### src/hw/rtl/fbpa_pkg.sv
// ----------------------------------------------------------------------------
// fbpa_pkg
// Shared constants for the fixed-size block pool allocator.
// ----------------------------------------------------------------------------
package fbpa_pkg;

    // Largest pool the allocator is built for.
    localparam int MAX_BLOCKS_DEFAULT = 256;

    // Field widths of the stream words and the registers.
    localparam int INDEX_W  = 8;
    localparam int OFFSET_W = 20;
    localparam int COUNT_W  = 9;
    localparam int BYTES_W  = 13;

    // Block size limits; a block must be able to hold a link.
    localparam logic [BYTES_W-1:0] MIN_BLOCK_BYTES = 13'd8;
    localparam logic [BYTES_W-1:0] MAX_BLOCK_BYTES = 13'd4096;

    // Register reset values.
    localparam logic [COUNT_W-1:0] BLOCK_COUNT_RESET = 9'd256;
    localparam logic [BYTES_W-1:0] BLOCK_BYTES_RESET = 13'd8;

    // Register indexes, taken from bit 2 of the byte address.
    localparam logic REG_BLOCK_COUNT = 1'b0;
    localparam logic REG_BLOCK_BYTES = 1'b1;

    // Request kinds.
    localparam logic MODE_ALLOC = 1'b0;
    localparam logic MODE_FREE  = 1'b1;

endpackage

### src/hw/rtl/fbpa_ram.sv
// ----------------------------------------------------------------------------
// fbpa_ram
// Generic single-port-write, single-port-read RAM with a registered read.
// ----------------------------------------------------------------------------
module fbpa_ram #(
    parameter int WIDTH = 9,
    parameter int DEPTH = 256
) (
    input  logic                     clk,
    input  logic                     wr_en,
    input  logic [$clog2(DEPTH)-1:0] wr_addr,
    input  logic [WIDTH-1:0]         wr_data,
    input  logic [$clog2(DEPTH)-1:0] rd_addr,
    output logic [WIDTH-1:0]         rd_data
);

    logic [WIDTH-1:0] mem [DEPTH];

    // Write port.
    always_ff @(posedge clk)
    begin
        if (wr_en)
        begin
            mem[wr_addr] <= wr_data;
        end
    end

    // Registered read port.
    always_ff @(posedge clk)
    begin
        rd_data <= mem[rd_addr];
    end

endmodule

### src/hw/rtl/fixed_block_pool_allocator.sv
// ----------------------------------------------------------------------------
// fixed_block_pool_allocator
// Fixed-size block pool with a last-in-first-out free list.
//
// The pool hands out blocks of one size from a free list that threads
// through a link memory. Each input word is either an allocate (pop the
// head block, return its index and byte offset) or a free (push the given
// block onto the head); a null free changes nothing. Every input word gives
// exactly one output word. A request has an accept cycle and an execute
// cycle: the link of the head block is read from the synchronous link RAM
// in the accept cycle and the list is updated in the next; no new word is
// taken during execute or while a result waits unread. A write to either
// register rebuilds the ascending free list at once: per-block valid bits
// are cleared, and a block whose link was never written reads as the next
// block of the initial chain. Frees are not checked for range or double
// free, only an index beyond the pool storage is dropped.
// ----------------------------------------------------------------------------
module fixed_block_pool_allocator #(
    parameter int MAX_BLOCKS = fbpa_pkg::MAX_BLOCKS_DEFAULT
) (
    input  logic        clk,
    input  logic        rst_n,

    // Request stream.
    input  logic        s_axis_tvalid,
    output logic        s_axis_tready,
    input  logic [7:0]  s_axis_tdata,   // [7:0] block_index
    input  logic [1:0]  s_axis_tuser,   // [0] mode, [1] is_null

    // Result stream.
    output logic        m_axis_tvalid,
    input  logic        m_axis_tready,
    output logic [31:0] m_axis_tdata,   // [7:0] alloc_index, [27:8] byte_offset,
                                        // [28] pool_empty, [31:29] zero
    output logic [0:0]  m_axis_tuser,   // [0] granted

    // Configuration port.
    input  logic        psel,
    input  logic        penable,
    input  logic        pwrite,
    input  logic [2:0]  paddr,
    input  logic [31:0] pwdata,
    output logic [31:0] prdata,
    output logic        pready
);

    localparam int IDX_W  = $clog2(MAX_BLOCKS);
    localparam int LINK_W = $clog2(MAX_BLOCKS + 1);
    localparam int CNT_W  = (LINK_W > fbpa_pkg::COUNT_W) ? LINK_W : fbpa_pkg::COUNT_W;
    localparam int WIDE_W = LINK_W + fbpa_pkg::INDEX_W;
    localparam int PROD_W = IDX_W + fbpa_pkg::BYTES_W;

    localparam logic [LINK_W-1:0] NULL_LINK = LINK_W'(MAX_BLOCKS);

    typedef enum logic [1:0] {
        ST_IDLE = 2'b01,
        ST_EXEC = 2'b10
    } state_t;

    state_t                         state_reg, state_next;
    logic [fbpa_pkg::COUNT_W-1:0]   block_count_reg;
    logic [fbpa_pkg::BYTES_W-1:0]   block_bytes_reg;
    logic [LINK_W-1:0]              head_reg, head_next;
    logic [MAX_BLOCKS-1:0]          valid_reg;

    logic                           req_mode_reg;
    logic [fbpa_pkg::INDEX_W-1:0]   req_idx_reg;
    logic                           req_null_reg;

    logic                           out_valid_reg;
    logic                           granted_reg;
    logic [fbpa_pkg::INDEX_W-1:0]   alloc_index_reg;
    logic [fbpa_pkg::OFFSET_W-1:0]  byte_offset_reg;
    logic                           pool_empty_reg;

    logic                           in_fire;
    logic                           cfg_wr;
    logic [CNT_W-1:0]               count_wide;
    logic [LINK_W-1:0]              eff_count;
    logic [fbpa_pkg::BYTES_W-1:0]   eff_bytes;

    logic                           head_is_null;
    logic [IDX_W-1:0]               head_addr;
    logic [LINK_W-1:0]              ram_q;
    logic [LINK_W-1:0]              head_plus;
    logic [LINK_W-1:0]              init_link;
    logic [LINK_W-1:0]              pop_link;
    logic [WIDE_W-1:0]              free_wide;
    logic                           free_ok;
    logic                           pop_ok;
    logic [PROD_W-1:0]              product;

    logic                           ram_wr_en;

    // Handshakes.
    assign in_fire       = s_axis_tvalid && s_axis_tready;
    assign s_axis_tready = (state_reg == ST_IDLE) && (!out_valid_reg || m_axis_tready);
    assign cfg_wr        = psel && penable && pwrite && pready;
    assign pready        = 1'b1;

    // Register read back.
    always_comb
    begin
        unique case (paddr[2])
            fbpa_pkg::REG_BLOCK_COUNT: prdata = 32'(block_count_reg);
            fbpa_pkg::REG_BLOCK_BYTES: prdata = 32'(block_bytes_reg);
            default:                   prdata = '0;
        endcase
    end

    // Effective pool size and block size after clamping.
    assign count_wide = CNT_W'(block_count_reg);
    always_comb
    begin
        priority if (count_wide == '0)
            eff_count = LINK_W'(1);
        else if (count_wide > CNT_W'(MAX_BLOCKS))
            eff_count = NULL_LINK;
        else
            eff_count = LINK_W'(count_wide);
    end

    always_comb
    begin
        priority if (block_bytes_reg < fbpa_pkg::MIN_BLOCK_BYTES)
            eff_bytes = fbpa_pkg::MIN_BLOCK_BYTES;
        else if (block_bytes_reg > fbpa_pkg::MAX_BLOCK_BYTES)
            eff_bytes = fbpa_pkg::MAX_BLOCK_BYTES;
        else
            eff_bytes = block_bytes_reg;
    end

    // Link lookup for the head block; the RAM is read every cycle at the head.
    assign head_is_null = (head_reg >= NULL_LINK);
    assign head_addr    = IDX_W'(head_reg);
    assign head_plus    = head_reg + LINK_W'(1);
    assign init_link    = (head_plus < eff_count) ? head_plus : NULL_LINK;
    assign pop_link     = valid_reg[head_addr] ? ram_q : init_link;

    // Request decode in the execute cycle.
    assign free_wide = WIDE_W'(req_idx_reg);
    assign free_ok   = (req_mode_reg == fbpa_pkg::MODE_FREE) && !req_null_reg
                       && (free_wide < WIDE_W'(MAX_BLOCKS));
    assign pop_ok    = (req_mode_reg == fbpa_pkg::MODE_ALLOC) && !head_is_null;
    assign product   = head_addr * eff_bytes;

    assign ram_wr_en = (state_reg == ST_EXEC) && free_ok;

    fbpa_ram #(
        .WIDTH (LINK_W),
        .DEPTH (MAX_BLOCKS)
    ) u_link_ram (
        .clk     (clk),
        .wr_en   (ram_wr_en),
        .wr_addr (IDX_W'(free_wide)),
        .wr_data (head_reg),
        .rd_addr (head_addr),
        .rd_data (ram_q)
    );

    // Sequencer.
    always_comb
    begin
        state_next = state_reg;
        unique case (state_reg)
            ST_IDLE: if (in_fire) state_next = ST_EXEC;
            ST_EXEC: state_next = ST_IDLE;
            default: state_next = ST_IDLE;
        endcase
    end

    // Head of the free list after this request.
    always_comb
    begin
        head_next = head_reg;
        priority if (pop_ok)
            head_next = pop_link;
        else if (free_ok)
            head_next = LINK_W'(free_wide);
        else
            head_next = head_reg;
    end

    // Control state, configuration and list head.
    always_ff @(posedge clk or negedge rst_n)
    begin
        if (!rst_n)
        begin
            state_reg       <= ST_IDLE;
            block_count_reg <= fbpa_pkg::BLOCK_COUNT_RESET;
            block_bytes_reg <= fbpa_pkg::BLOCK_BYTES_RESET;
            head_reg        <= '0;
            valid_reg       <= '0;
            out_valid_reg   <= 1'b0;
        end
        else
        begin
            state_reg <= state_next;
            if (cfg_wr)
            begin
                unique case (paddr[2])
                    fbpa_pkg::REG_BLOCK_COUNT:
                        block_count_reg <= pwdata[fbpa_pkg::COUNT_W-1:0];
                    fbpa_pkg::REG_BLOCK_BYTES:
                        block_bytes_reg <= pwdata[fbpa_pkg::BYTES_W-1:0];
                    default: ;
                endcase
                head_reg  <= '0;
                valid_reg <= '0;
            end
            else if (state_reg == ST_EXEC)
            begin
                head_reg <= head_next;
                if (free_ok)
                begin
                    valid_reg[IDX_W'(free_wide)] <= 1'b1;
                end
            end

            if (state_reg == ST_EXEC)
                out_valid_reg <= 1'b1;
            else if (m_axis_tready)
                out_valid_reg <= 1'b0;
        end
    end

    // Request capture and result word.
    always_ff @(posedge clk)
    begin
        if (in_fire)
        begin
            req_mode_reg <= s_axis_tuser[0];
            req_null_reg <= s_axis_tuser[1];
            req_idx_reg  <= s_axis_tdata;
        end
        if (state_reg == ST_EXEC)
        begin
            granted_reg     <= pop_ok;
            alloc_index_reg <= pop_ok ? fbpa_pkg::INDEX_W'(head_addr) : '0;
            byte_offset_reg <= pop_ok ? fbpa_pkg::OFFSET_W'(product) : '0;
            pool_empty_reg  <= (head_next >= NULL_LINK);
        end
    end

    assign m_axis_tvalid = out_valid_reg;
    assign m_axis_tuser  = granted_reg;
    assign m_axis_tdata  = {3'b000, pool_empty_reg, byte_offset_reg, alloc_index_reg};

    // An accepted word is always followed by its execute cycle.
    assert property (@(posedge clk) disable iff (!rst_n)
        in_fire |=> (state_reg == ST_EXEC))
        else $error("accepted request did not enter execute");

    // Every execute cycle leaves a result word behind.
    assert property (@(posedge clk) disable iff (!rst_n)
        (state_reg == ST_EXEC) |=> out_valid_reg)
        else $error("execute cycle produced no result");

    // No new request is taken while one is being executed.
    assert property (@(posedge clk) disable iff (!rst_n)
        (state_reg == ST_EXEC) |-> !s_axis_tready)
        else $error("request accepted during execute");

    // A result that grants nothing carries a zero index and offset.
    assert property (@(posedge clk) disable iff (!rst_n)
        (out_valid_reg && !granted_reg) |-> (alloc_index_reg == '0 && byte_offset_reg == '0))
        else $error("ungranted result carries a block");

    // A register write restarts the free list from block zero.
    assert property (@(posedge clk) disable iff (!rst_n)
        cfg_wr |=> (head_reg == '0 && valid_reg == '0))
        else $error("configuration write did not rebuild the free list");

endmodule
### config.mk
export PLATFORM = sky130hd
export DESIGN_NAME = fixed_block_pool_allocator
export DESIGN_NICKNAME = d
export VERILOG_FILES = /design/src/hw/rtl/fbpa_pkg.sv /design/src/hw/rtl/fbpa_ram.sv /design/src/hw/rtl/fixed_block_pool_allocator.sv
export SDC_FILE = /design/constraint.sdc
export NUM_CORES = 2
export LEC_CHECK = 0
export BUFFER_PORTS_ARGS = -buffer_cell sky130_fd_sc_hd__clkbuf_2
export CAP_MARGIN = 20
export CORE_MARGIN = 3
export CORE_UTILIZATION = 63
export CTS_CLUSTER_SIZE = 10
export DETAILED_ROUTE_END_ITERATION = 8
export PLACE_DENSITY = 0.85
export SLEW_MARGIN = 25
export SYNTH_ARGS = -nofsm -noshare
export SYNTH_HDL_FRONTEND = slang
export SYNTH_SLANG_ARGS = --single-unit
### constraint.sdc
create_clock -name clk -period 11.57 [get_ports clk]
set_input_delay 0.5785 -clock clk [delete_from_list [all_inputs] [get_ports clk]]
set_output_delay 0.5785 -clock clk [all_outputs]
set_load 0.005 [all_outputs]
After elaboration in Yosys (flattened, before gate mapping)
Memories as Yosys holds them, arrays and structs flattened. A register that Yosys moved wholly into a read port is not among the register bits.
Cells that the tools add are included.
{"block": "totals", "ram_bits": 2304, "register_bits": 330, "wordCells": 76, "inputBits": 52, "output_inout_bits": 68, "latch_bits": 0, "rom_bits": 0, "memories": 1}
{"block": "classes", "addsub": 1, "n_eq_ne": 3, "order_cmp": 10, "muxes": 24, "n_shift": 0, "div": 0, "multipliers": 1, "reduce_logical": 20, "bitwise_logic": 3}
{"name": "u_link_ram.mem", "words": 256, "width": 9, "read_ports": 1, "rd_ports_with_merged_regs": 1, "write_ports": 1, "line_no": "fbpa_ram.sv:17", "rtl": "logic [WIDTH-1:0] mem [DEPTH];"}
{"op": "256-bit 2-to-1 mux", "n": 3}
{"op": "256-bit bitwise OR", "n": 1}
{"op": "9-bit 2-to-1 mux", "n": 8}
{"op": "32-bit case mux with 2 select lines", "n": 1}
{"op": "8-bit by 9-bit < comparator with 1-bit output, second input constant", "n": 3}
{"op": "13-bit 2-to-1 mux", "n": 2}
{"op": "8-bit by 13-bit multiplier with 20-bit output", "n": 1}
{"op": "9-bit >= comparator, second input constant", "n": 2}
{"op": "13-bit > comparator, second input constant", "n": 1}
{"op": "13-bit by 4-bit < comparator with 1-bit output, second input constant", "n": 1}
{"op": "9-bit by 1-bit adder with 9-bit output, second input constant", "n": 1}
{"op": "9-bit > comparator, second input constant", "n": 1}
{"op": "1-bit logical AND", "n": 9}
{"op": "9-bit logical NOT", "n": 1}
{"op": "9-bit < comparator", "n": 1}
{"op": "1-bit binary-select mux with 8-bit select", "n": 1}
{"op": "1-bit demux with 8-bit select", "n": 1}
{"op": "8-bit by 1-bit >= comparator with 1-bit output, second input constant", "n": 1}
{"op": "1-bit 2-to-1 mux", "n": 6}
{"op": "2-bit AND reduction", "n": 3}
{"op": "2-bit nonzero test", "n": 3}
{"op": "2-bit 2-to-1 mux", "n": 2}
{"op": "1-bit logical NOT", "n": 3}
{"op": "2-bit by 1-bit equality test with 1-bit output, second input constant", "n": 1}
{"op": "4 further kinds", "n": 5}

Depth between registers and ports, before layout
{"block": "depth", "ltp_word": 9, "depth_mapped": 26, "depth_no_buf": 23}

By module
Synthesis repeated with hierarchy kept, for this count alone.
{"block": "unflattened", "hier_cells": 6005, "hier_area_um2": 107648.2}
{"mod": "fbpa_ram", "cells_each": 4237, "instances": 1, "area_per_inst_um2": 89278.1, "seq_area_each_um2": 69366.5}
{"mod": "fixed_block_pool_allocator", "cells_each": 1768, "instances": 1, "area_per_inst_um2": 18370.1, "seq_area_each_um2": 8461.9}

Worst setup path after synthesis
OpenSTA, ideal clock, no wires.
{"block": "synth_timing", "path_type": "reg2reg", "start": "register head_reg[4]", "end": "register byte_offset_reg[19] (netlist bit) (data pin)", "path_buffers": 7, "setup_ns": 0.270, "arrival_time_ns": 9.598, "setup_slack_ns": 1.702, "path_stages_with_launch": 23, "required_ns": 11.300, "synth_period_minus_slack_ns": 9.868, "cell_sequence": "dfrtp_1 buf_2 buf_1 buf_1 buf_2 clkbuf_1 clkbuf_1 clkbuf_1 nand2_1 fa_1 fa_1 inv_1 fa_1 inv_1 fa_1 inv_1 ha_1 a21o_1 a31o_2 a211oi_1 o31ai_1 nand3_1 or3b_2"}
{"block": "synth_via", "elab_chain_cells": 3, "word_cells_on_any_way": 4, "cone_classes": "1 x mul; 1 x order compare; 2 x reduce/logical"}
{"element": "from (decl)", "line_no": "fixed_block_pool_allocator.sv:63", "rtl": "logic [LINK_W-1:0] head_reg, head_next;"}
{"element": "from (signal assigned)", "line_no": "fixed_block_pool_allocator.sv:213", "rtl": "head_reg <= head_next;"}
{"element": "branches (longest 3 deep; another with 8-bit by 13-bit multiplier with 20-bit output)"}
{"element": "to (signal assigned)", "line_no": "fixed_block_pool_allocator.sv:240", "rtl": "byte_offset_reg <= pop_ok ? fbpa_pkg::OFFSET_W'(product) : '0;"}
{"element": "to (decl)", "line_no": "fixed_block_pool_allocator.sv:73", "rtl": "logic [fbpa_pkg::OFFSET_W-1:0] byte_offset_reg;"}
Parallel ways; which one is timed is not known.
A chain may end at the register's enable or synchronous reset.

Worst setup path after layout
{"block": "layout_timing", "start": "register head_reg[0]", "end": "register head_reg[5]"}
{"block": "layout_via", "elab_chain_cells": 7, "word_cells_on_any_way": 12, "cone_classes": "1 x add/sub; 2 x order compare; 7 x mux; 2 x reduce/logical"}
{"element": "9-bit by 1-bit adder with 9-bit output", "line_no": "fixed_block_pool_allocator.sv:136", "rtl": "assign head_plus = head_reg + LINK_W'(1);"}
{"element": "9-bit < comparator", "line_no": "fixed_block_pool_allocator.sv:137", "rtl": "assign init_link = (head_plus < eff_count) ? head_plus : NULL_LINK;"}
{"element": "9-bit 2-to-1 mux", "line_no": "fixed_block_pool_allocator.sv:137"}
{"element": "9-bit 2-to-1 mux", "line_no": "fixed_block_pool_allocator.sv:138", "rtl": "assign pop_link = valid_reg[head_addr] ? ram_q : init_link;"}
{"element": "9-bit 2-to-1 mux *", "line_no": "fixed_block_pool_allocator.sv:176", "rtl": "priority if (pop_ok)"}
{"element": "9-bit 2-to-1 mux *", "line_no": "fixed_block_pool_allocator.sv:211", "rtl": "else if (state_reg == ST_EXEC)"}
{"element": "9-bit 2-to-1 mux *", "line_no": "fixed_block_pool_allocator.sv:199", "rtl": "if (cfg_wr)"}
Mark *: on every way between the ends. The rest lies on a longest branch, timed or not. The select of a mux whose other input is x is not followed.

==> metrics.md <==
| Metric | Value |
|---|---|
| All-Layer GR Usage | `a little over a third` |
| Worst Setup Path Type | `register to register` |
| Number of nets in the layout | `5576` |
| Vias per Instance | `7.554` |
| Element type at the critical path end | `register` |
| Total count of hold-check failures in the final report | `0` |
| Remaining design rule violation count | `1` |
| CTS Buf Count | `316` |
| Proportion of synthesized flip-flops having asynchronous set or reset | `10.97%` |
| Worst IR Drop VDD | `between 0.0002 and 0.00025 V` |
| Total power of the final layout | `between 20 and 30 mW` |
| Area Overhead vs Synth | `11.58%` |
| Standard cell core area | `0.1674 mm²` |
| Number of rows created at floorplan | `150` |
| Commonest non-fill, non-tap cell in the layout | `sky130_fd_sc_hd__edfxtp_1` |
| Clock tree root driver cell | `sky130_fd_sc_hd__clkbuf_16` |
| Slew Viols, Final | `0` |
| Port-buffer cells | `between 70 and 80` |
| Violated checks | `design-rule violations` |
| Leading cell types in the layout, fill and taps excluded | `sky130_fd_sc_hd__edfxtp_1, sky130_fd_sc_hd__mux4_2, sky130_fd_sc_hd__nor2_1` |
| Count of unique library cells instantiated by Yosys | `65` |
| Unrepaired setup endpoints after global routing | `no` |
| Worst path required time | `12.39 ns` |
| Post-DR wirelength/cell | `~39 µm` |
| Actual transition at the worst max-transition pin | `1.266 ns` |
| Min-Delay Path Class | `input pin to async pin` |
| Number of cells on the worst reg-to-reg path | `12` |
| Antenna Violating Nets Remaining | `0` |
| Post-Syn Area | `0.1062 mm²` |
| Time the worst path needs with I/O delays and setup | `7.394 ns` |
| Final HPWL DP | `144.9 mm` |
| Number of antenna violations at the first check in global routing | `30` |
| Fraction of layout instances using a drive strength above 1 | `26.77%` |
| Primary FF master, synth | `sky130_fd_sc_hd__edfxtp_1` |
| Total negative slack for setup checks | `0 ns` |
| Max-cap violations | `0` |
| FF-to-FF End | `head_reg[5]` |
| Startpoint of the worst setup timing path | `head_reg[0]` |
| First-pass GRT wire length | `434.9 mm` |
| Maximum number of buffers from clock root to sink | `4` |
| Final weighted congestion in routability-driven placement | `0.8435` |
| Final period utilization | `63.91%` |
| Yosys warns | `0` |
| Start of the worst register-to-register path | `head_reg[0]` |
| Seq/Total Area, Yosys | `73.27%` |
| Postcts setup bufs | `0` |
| Clock latency on the worst-skew pair | `0.98 ns` |
| Clock sinks | `2643` |
| Die extent in y | `416.6 µm` |
| Startpoint kind of the worst setup timing path | `register` |
| Count of endpoints failing setup in the final report | `0` |
| Starting Density | `a little under two thirds` |
| Post-synthesis cell count | `around 5200` |
| Clock tree from TritonCTS | `built` |
| Worst slew slack as a fraction of its limit | `15.28%` |
| Signal arrival time at the worst endpoint | `8.21 ns` |
| Final wirelength | `305.8 mm` |
| First-iteration detailed-routing DRC count | `11260` |
| Number of enable flip-flop cells after synthesis | `2344` |
| Via count of the first global-routing pass | `between 50000 and 60000` |
| Global route overflow | `0` |
| Total power per unit cell area | `236.2 mW/mm²` |
| Biggest fanout along the worst timing path | `112` |
| Average cell area after synthesis | `20.39 µm²` |
| Width of the die | `about 420 µm` |
| Area of the die | `roughly 0.17 mm²` |
| Seq cells post-synth | `2643` |
| Run status | `finished, violations left` |
| Post-route clock skew | `0.09798 ns` |
| Length of the first detailed-routing pass in iterations | `9` |
| Via count | `just under 60000` |
| Leakage | `39.14 nW` |
| Clock transition at path regs | `0.07 ns` |
| Maximum number of pins on one net before global-route repair | `252` |
| Count of pins on the block boundary | `120` |
| Flip-flop count of the largest register, all copies and words added | `2304` |
| H-tree depth reported by CTS | `5` |
| Worst reg2reg setup slack | `4.18 ns` |
| Fmax achieved | `roughly 140 MHz` |
power breakdown:
part	internal (mW)	total (mW)	switching, mW
sequential	11.4	11.8	0.334
clock	5.18	9.11	3.93
combinational	2.83	7.13	4.30
per-layer routing:
metal  wire (µm)  track usage (%)  part of all wire [%]
met5         291                0                 0.095
met4       23860            20.08                   7.8
met3       40760            10.70                    13
met2      144700            54.53                    47
met1       96190            45.18                    31
cells by family (layout without fill, tap and decap cells):
kind of cell | Yosys count | count (layout) | synth area share [%]
flops | 2643 | 2643 | 73.27
compound gates | 182 | 182 | 1.257
xor+xnor | 22 | 22 | 0.1814
fa+ha+maj | 113 | 113 | 1.790
mux | 880 | 880 | 17.99
simple gates | 967 | 967 | 3.880
buf+inv | 401 | 778 | 1.628
other cells | 2 | 46 | 0.007070
worst max-delay path, stage by stage, from the launching register on:
cell and delay [ns]:
sky130_fd_sc_hd__dfrtp_4 0.93, sky130_fd_sc_hd__buf_12 0.50, sky130_fd_sc_hd__buf_4 0.79, sky130_fd_sc_hd__buf_4 0.78
sky130_fd_sc_hd__mux4_2 0.63, sky130_fd_sc_hd__mux2i_1 0.27, sky130_fd_sc_hd__o21ai_0 0.32, sky130_fd_sc_hd__a211oi_1 1.04
sky130_fd_sc_hd__a211oi_1 0.37, sky130_fd_sc_hd__a31oi_4 0.40, sky130_fd_sc_hd__and3_1 0.36, sky130_fd_sc_hd__a22oi_1 0.20
sky130_fd_sc_hd__a221oi_2 0.29
synthesized netlist by cell type (4+ instances only):
cell type / n / area (µm²)
sky130_fd_sc_hd__a211oi_1: 9 / 67.56
sky130_fd_sc_hd__a21o_1: 5 / 37.54
sky130_fd_sc_hd__a21oi_1: 25 / 125.1
sky130_fd_sc_hd__a221oi_1: 9 / 78.83
sky130_fd_sc_hd__a22oi_1: 17 / 127.6
sky130_fd_sc_hd__a31oi_1: 5 / 31.28
sky130_fd_sc_hd__and2_1: 71 / 444.2
sky130_fd_sc_hd__and3_1: 30 / 187.7
sky130_fd_sc_hd__buf_1: 29 / 108.9
sky130_fd_sc_hd__buf_2: 74 / 370.4
sky130_fd_sc_hd__buf_4: 27 / 202.7
sky130_fd_sc_hd__buf_6: 4 / 45.04
sky130_fd_sc_hd__clkbuf_1: 177 / 664.4
sky130_fd_sc_hd__dfrtp_1: 287 / 7182
sky130_fd_sc_hd__dfxtp_1: 9 / 180.2
sky130_fd_sc_hd__edfxtp_1: 2344 / 70390
sky130_fd_sc_hd__fa_1: 65 / 1301
sky130_fd_sc_hd__ha_1: 48 / 600.6
sky130_fd_sc_hd__inv_1: 86 / 322.8
sky130_fd_sc_hd__mux2_2: 35 / 394.1
sky130_fd_sc_hd__mux2i_1: 25 / 250.2
sky130_fd_sc_hd__mux4_2: 820 / 18470
sky130_fd_sc_hd__nand2_1: 83 / 311.6
sky130_fd_sc_hd__nand2b_1: 9 / 56.30
sky130_fd_sc_hd__nand3_1: 27 / 135.1
sky130_fd_sc_hd__nand3b_1: 5 / 37.54
sky130_fd_sc_hd__nand4_1: 4 / 25.02
sky130_fd_sc_hd__nor2_1: 679 / 2549
sky130_fd_sc_hd__nor2b_1: 27 / 168.9
sky130_fd_sc_hd__nor3_1: 8 / 40.04
sky130_fd_sc_hd__nor3b_1: 5 / 37.54
sky130_fd_sc_hd__nor4_1: 4 / 25.02
sky130_fd_sc_hd__o2111ai_1: 4 / 35.03
sky130_fd_sc_hd__o21a_1: 64 / 480.5
sky130_fd_sc_hd__o21ai_0: 14 / 70.07
sky130_fd_sc_hd__o22ai_1: 5 / 31.28
sky130_fd_sc_hd__or3_1: 5 / 31.28
sky130_fd_sc_hd__xnor2_1: 12 / 105.1
sky130_fd_sc_hd__xor2_1: 10 / 87.58
cell type report:
| type | instances | area, µm² |
|---|---|---|
| Timing Repair Buffer | 173 | 1454 |
| Clock buffer | 508 | 8808 |
| Sequential cell | 2643 | 77860 |
| Inverter | 90 | 337.8 |
| Multi-Input combinational cell | 2187 | 27170 |
| Clock inverter | 7 | 85.08 |
| Fill cell | 8657 | 48880 |
| Antenna cell | 23 | 57.56 |
| Tap cell | 2204 | 2758 |
stage by stage:
step / worst slack [ns] / cell area, µm² / utilization [%] / hold slack (ns) / instances
2_1_floorplan: 1.702 / 106300 / - / 0.2829 / 5231
3_3_place_gp: 5.031 / 108800 / 64.98 / 0.4670 / 7265
3_5_place_dp: 4.959 / 108900 / 65.03 / 0.4800 / 7265
4_1_cts: 4.711 / 118000 / 70.50 / 0.2250 / 7806
5_1_grt: 4.036 / 118500 / 70.77 / 0.2565 / 7813
6_report: 4.176 / 118500 / 70.80 / 0.2125 / 7835
what timing repair did:
action	CTS	global route
endpoints found under the hold margin	111	0
gates resized for setup	0	0
hold buffers	26	0
setup endpoints to repair	0	0
worst max path at each step:
stage,to,cells after the start
final,head_reg[5],12
after CTS,head_reg[5],12
after detailed placement,byte_offset_reg[19],19
after global placement,byte_offset_reg[19],19
after floorplan,byte_offset_reg[19],22
after global routing,head_reg[5],12
(Power assumes the default switching activity.)
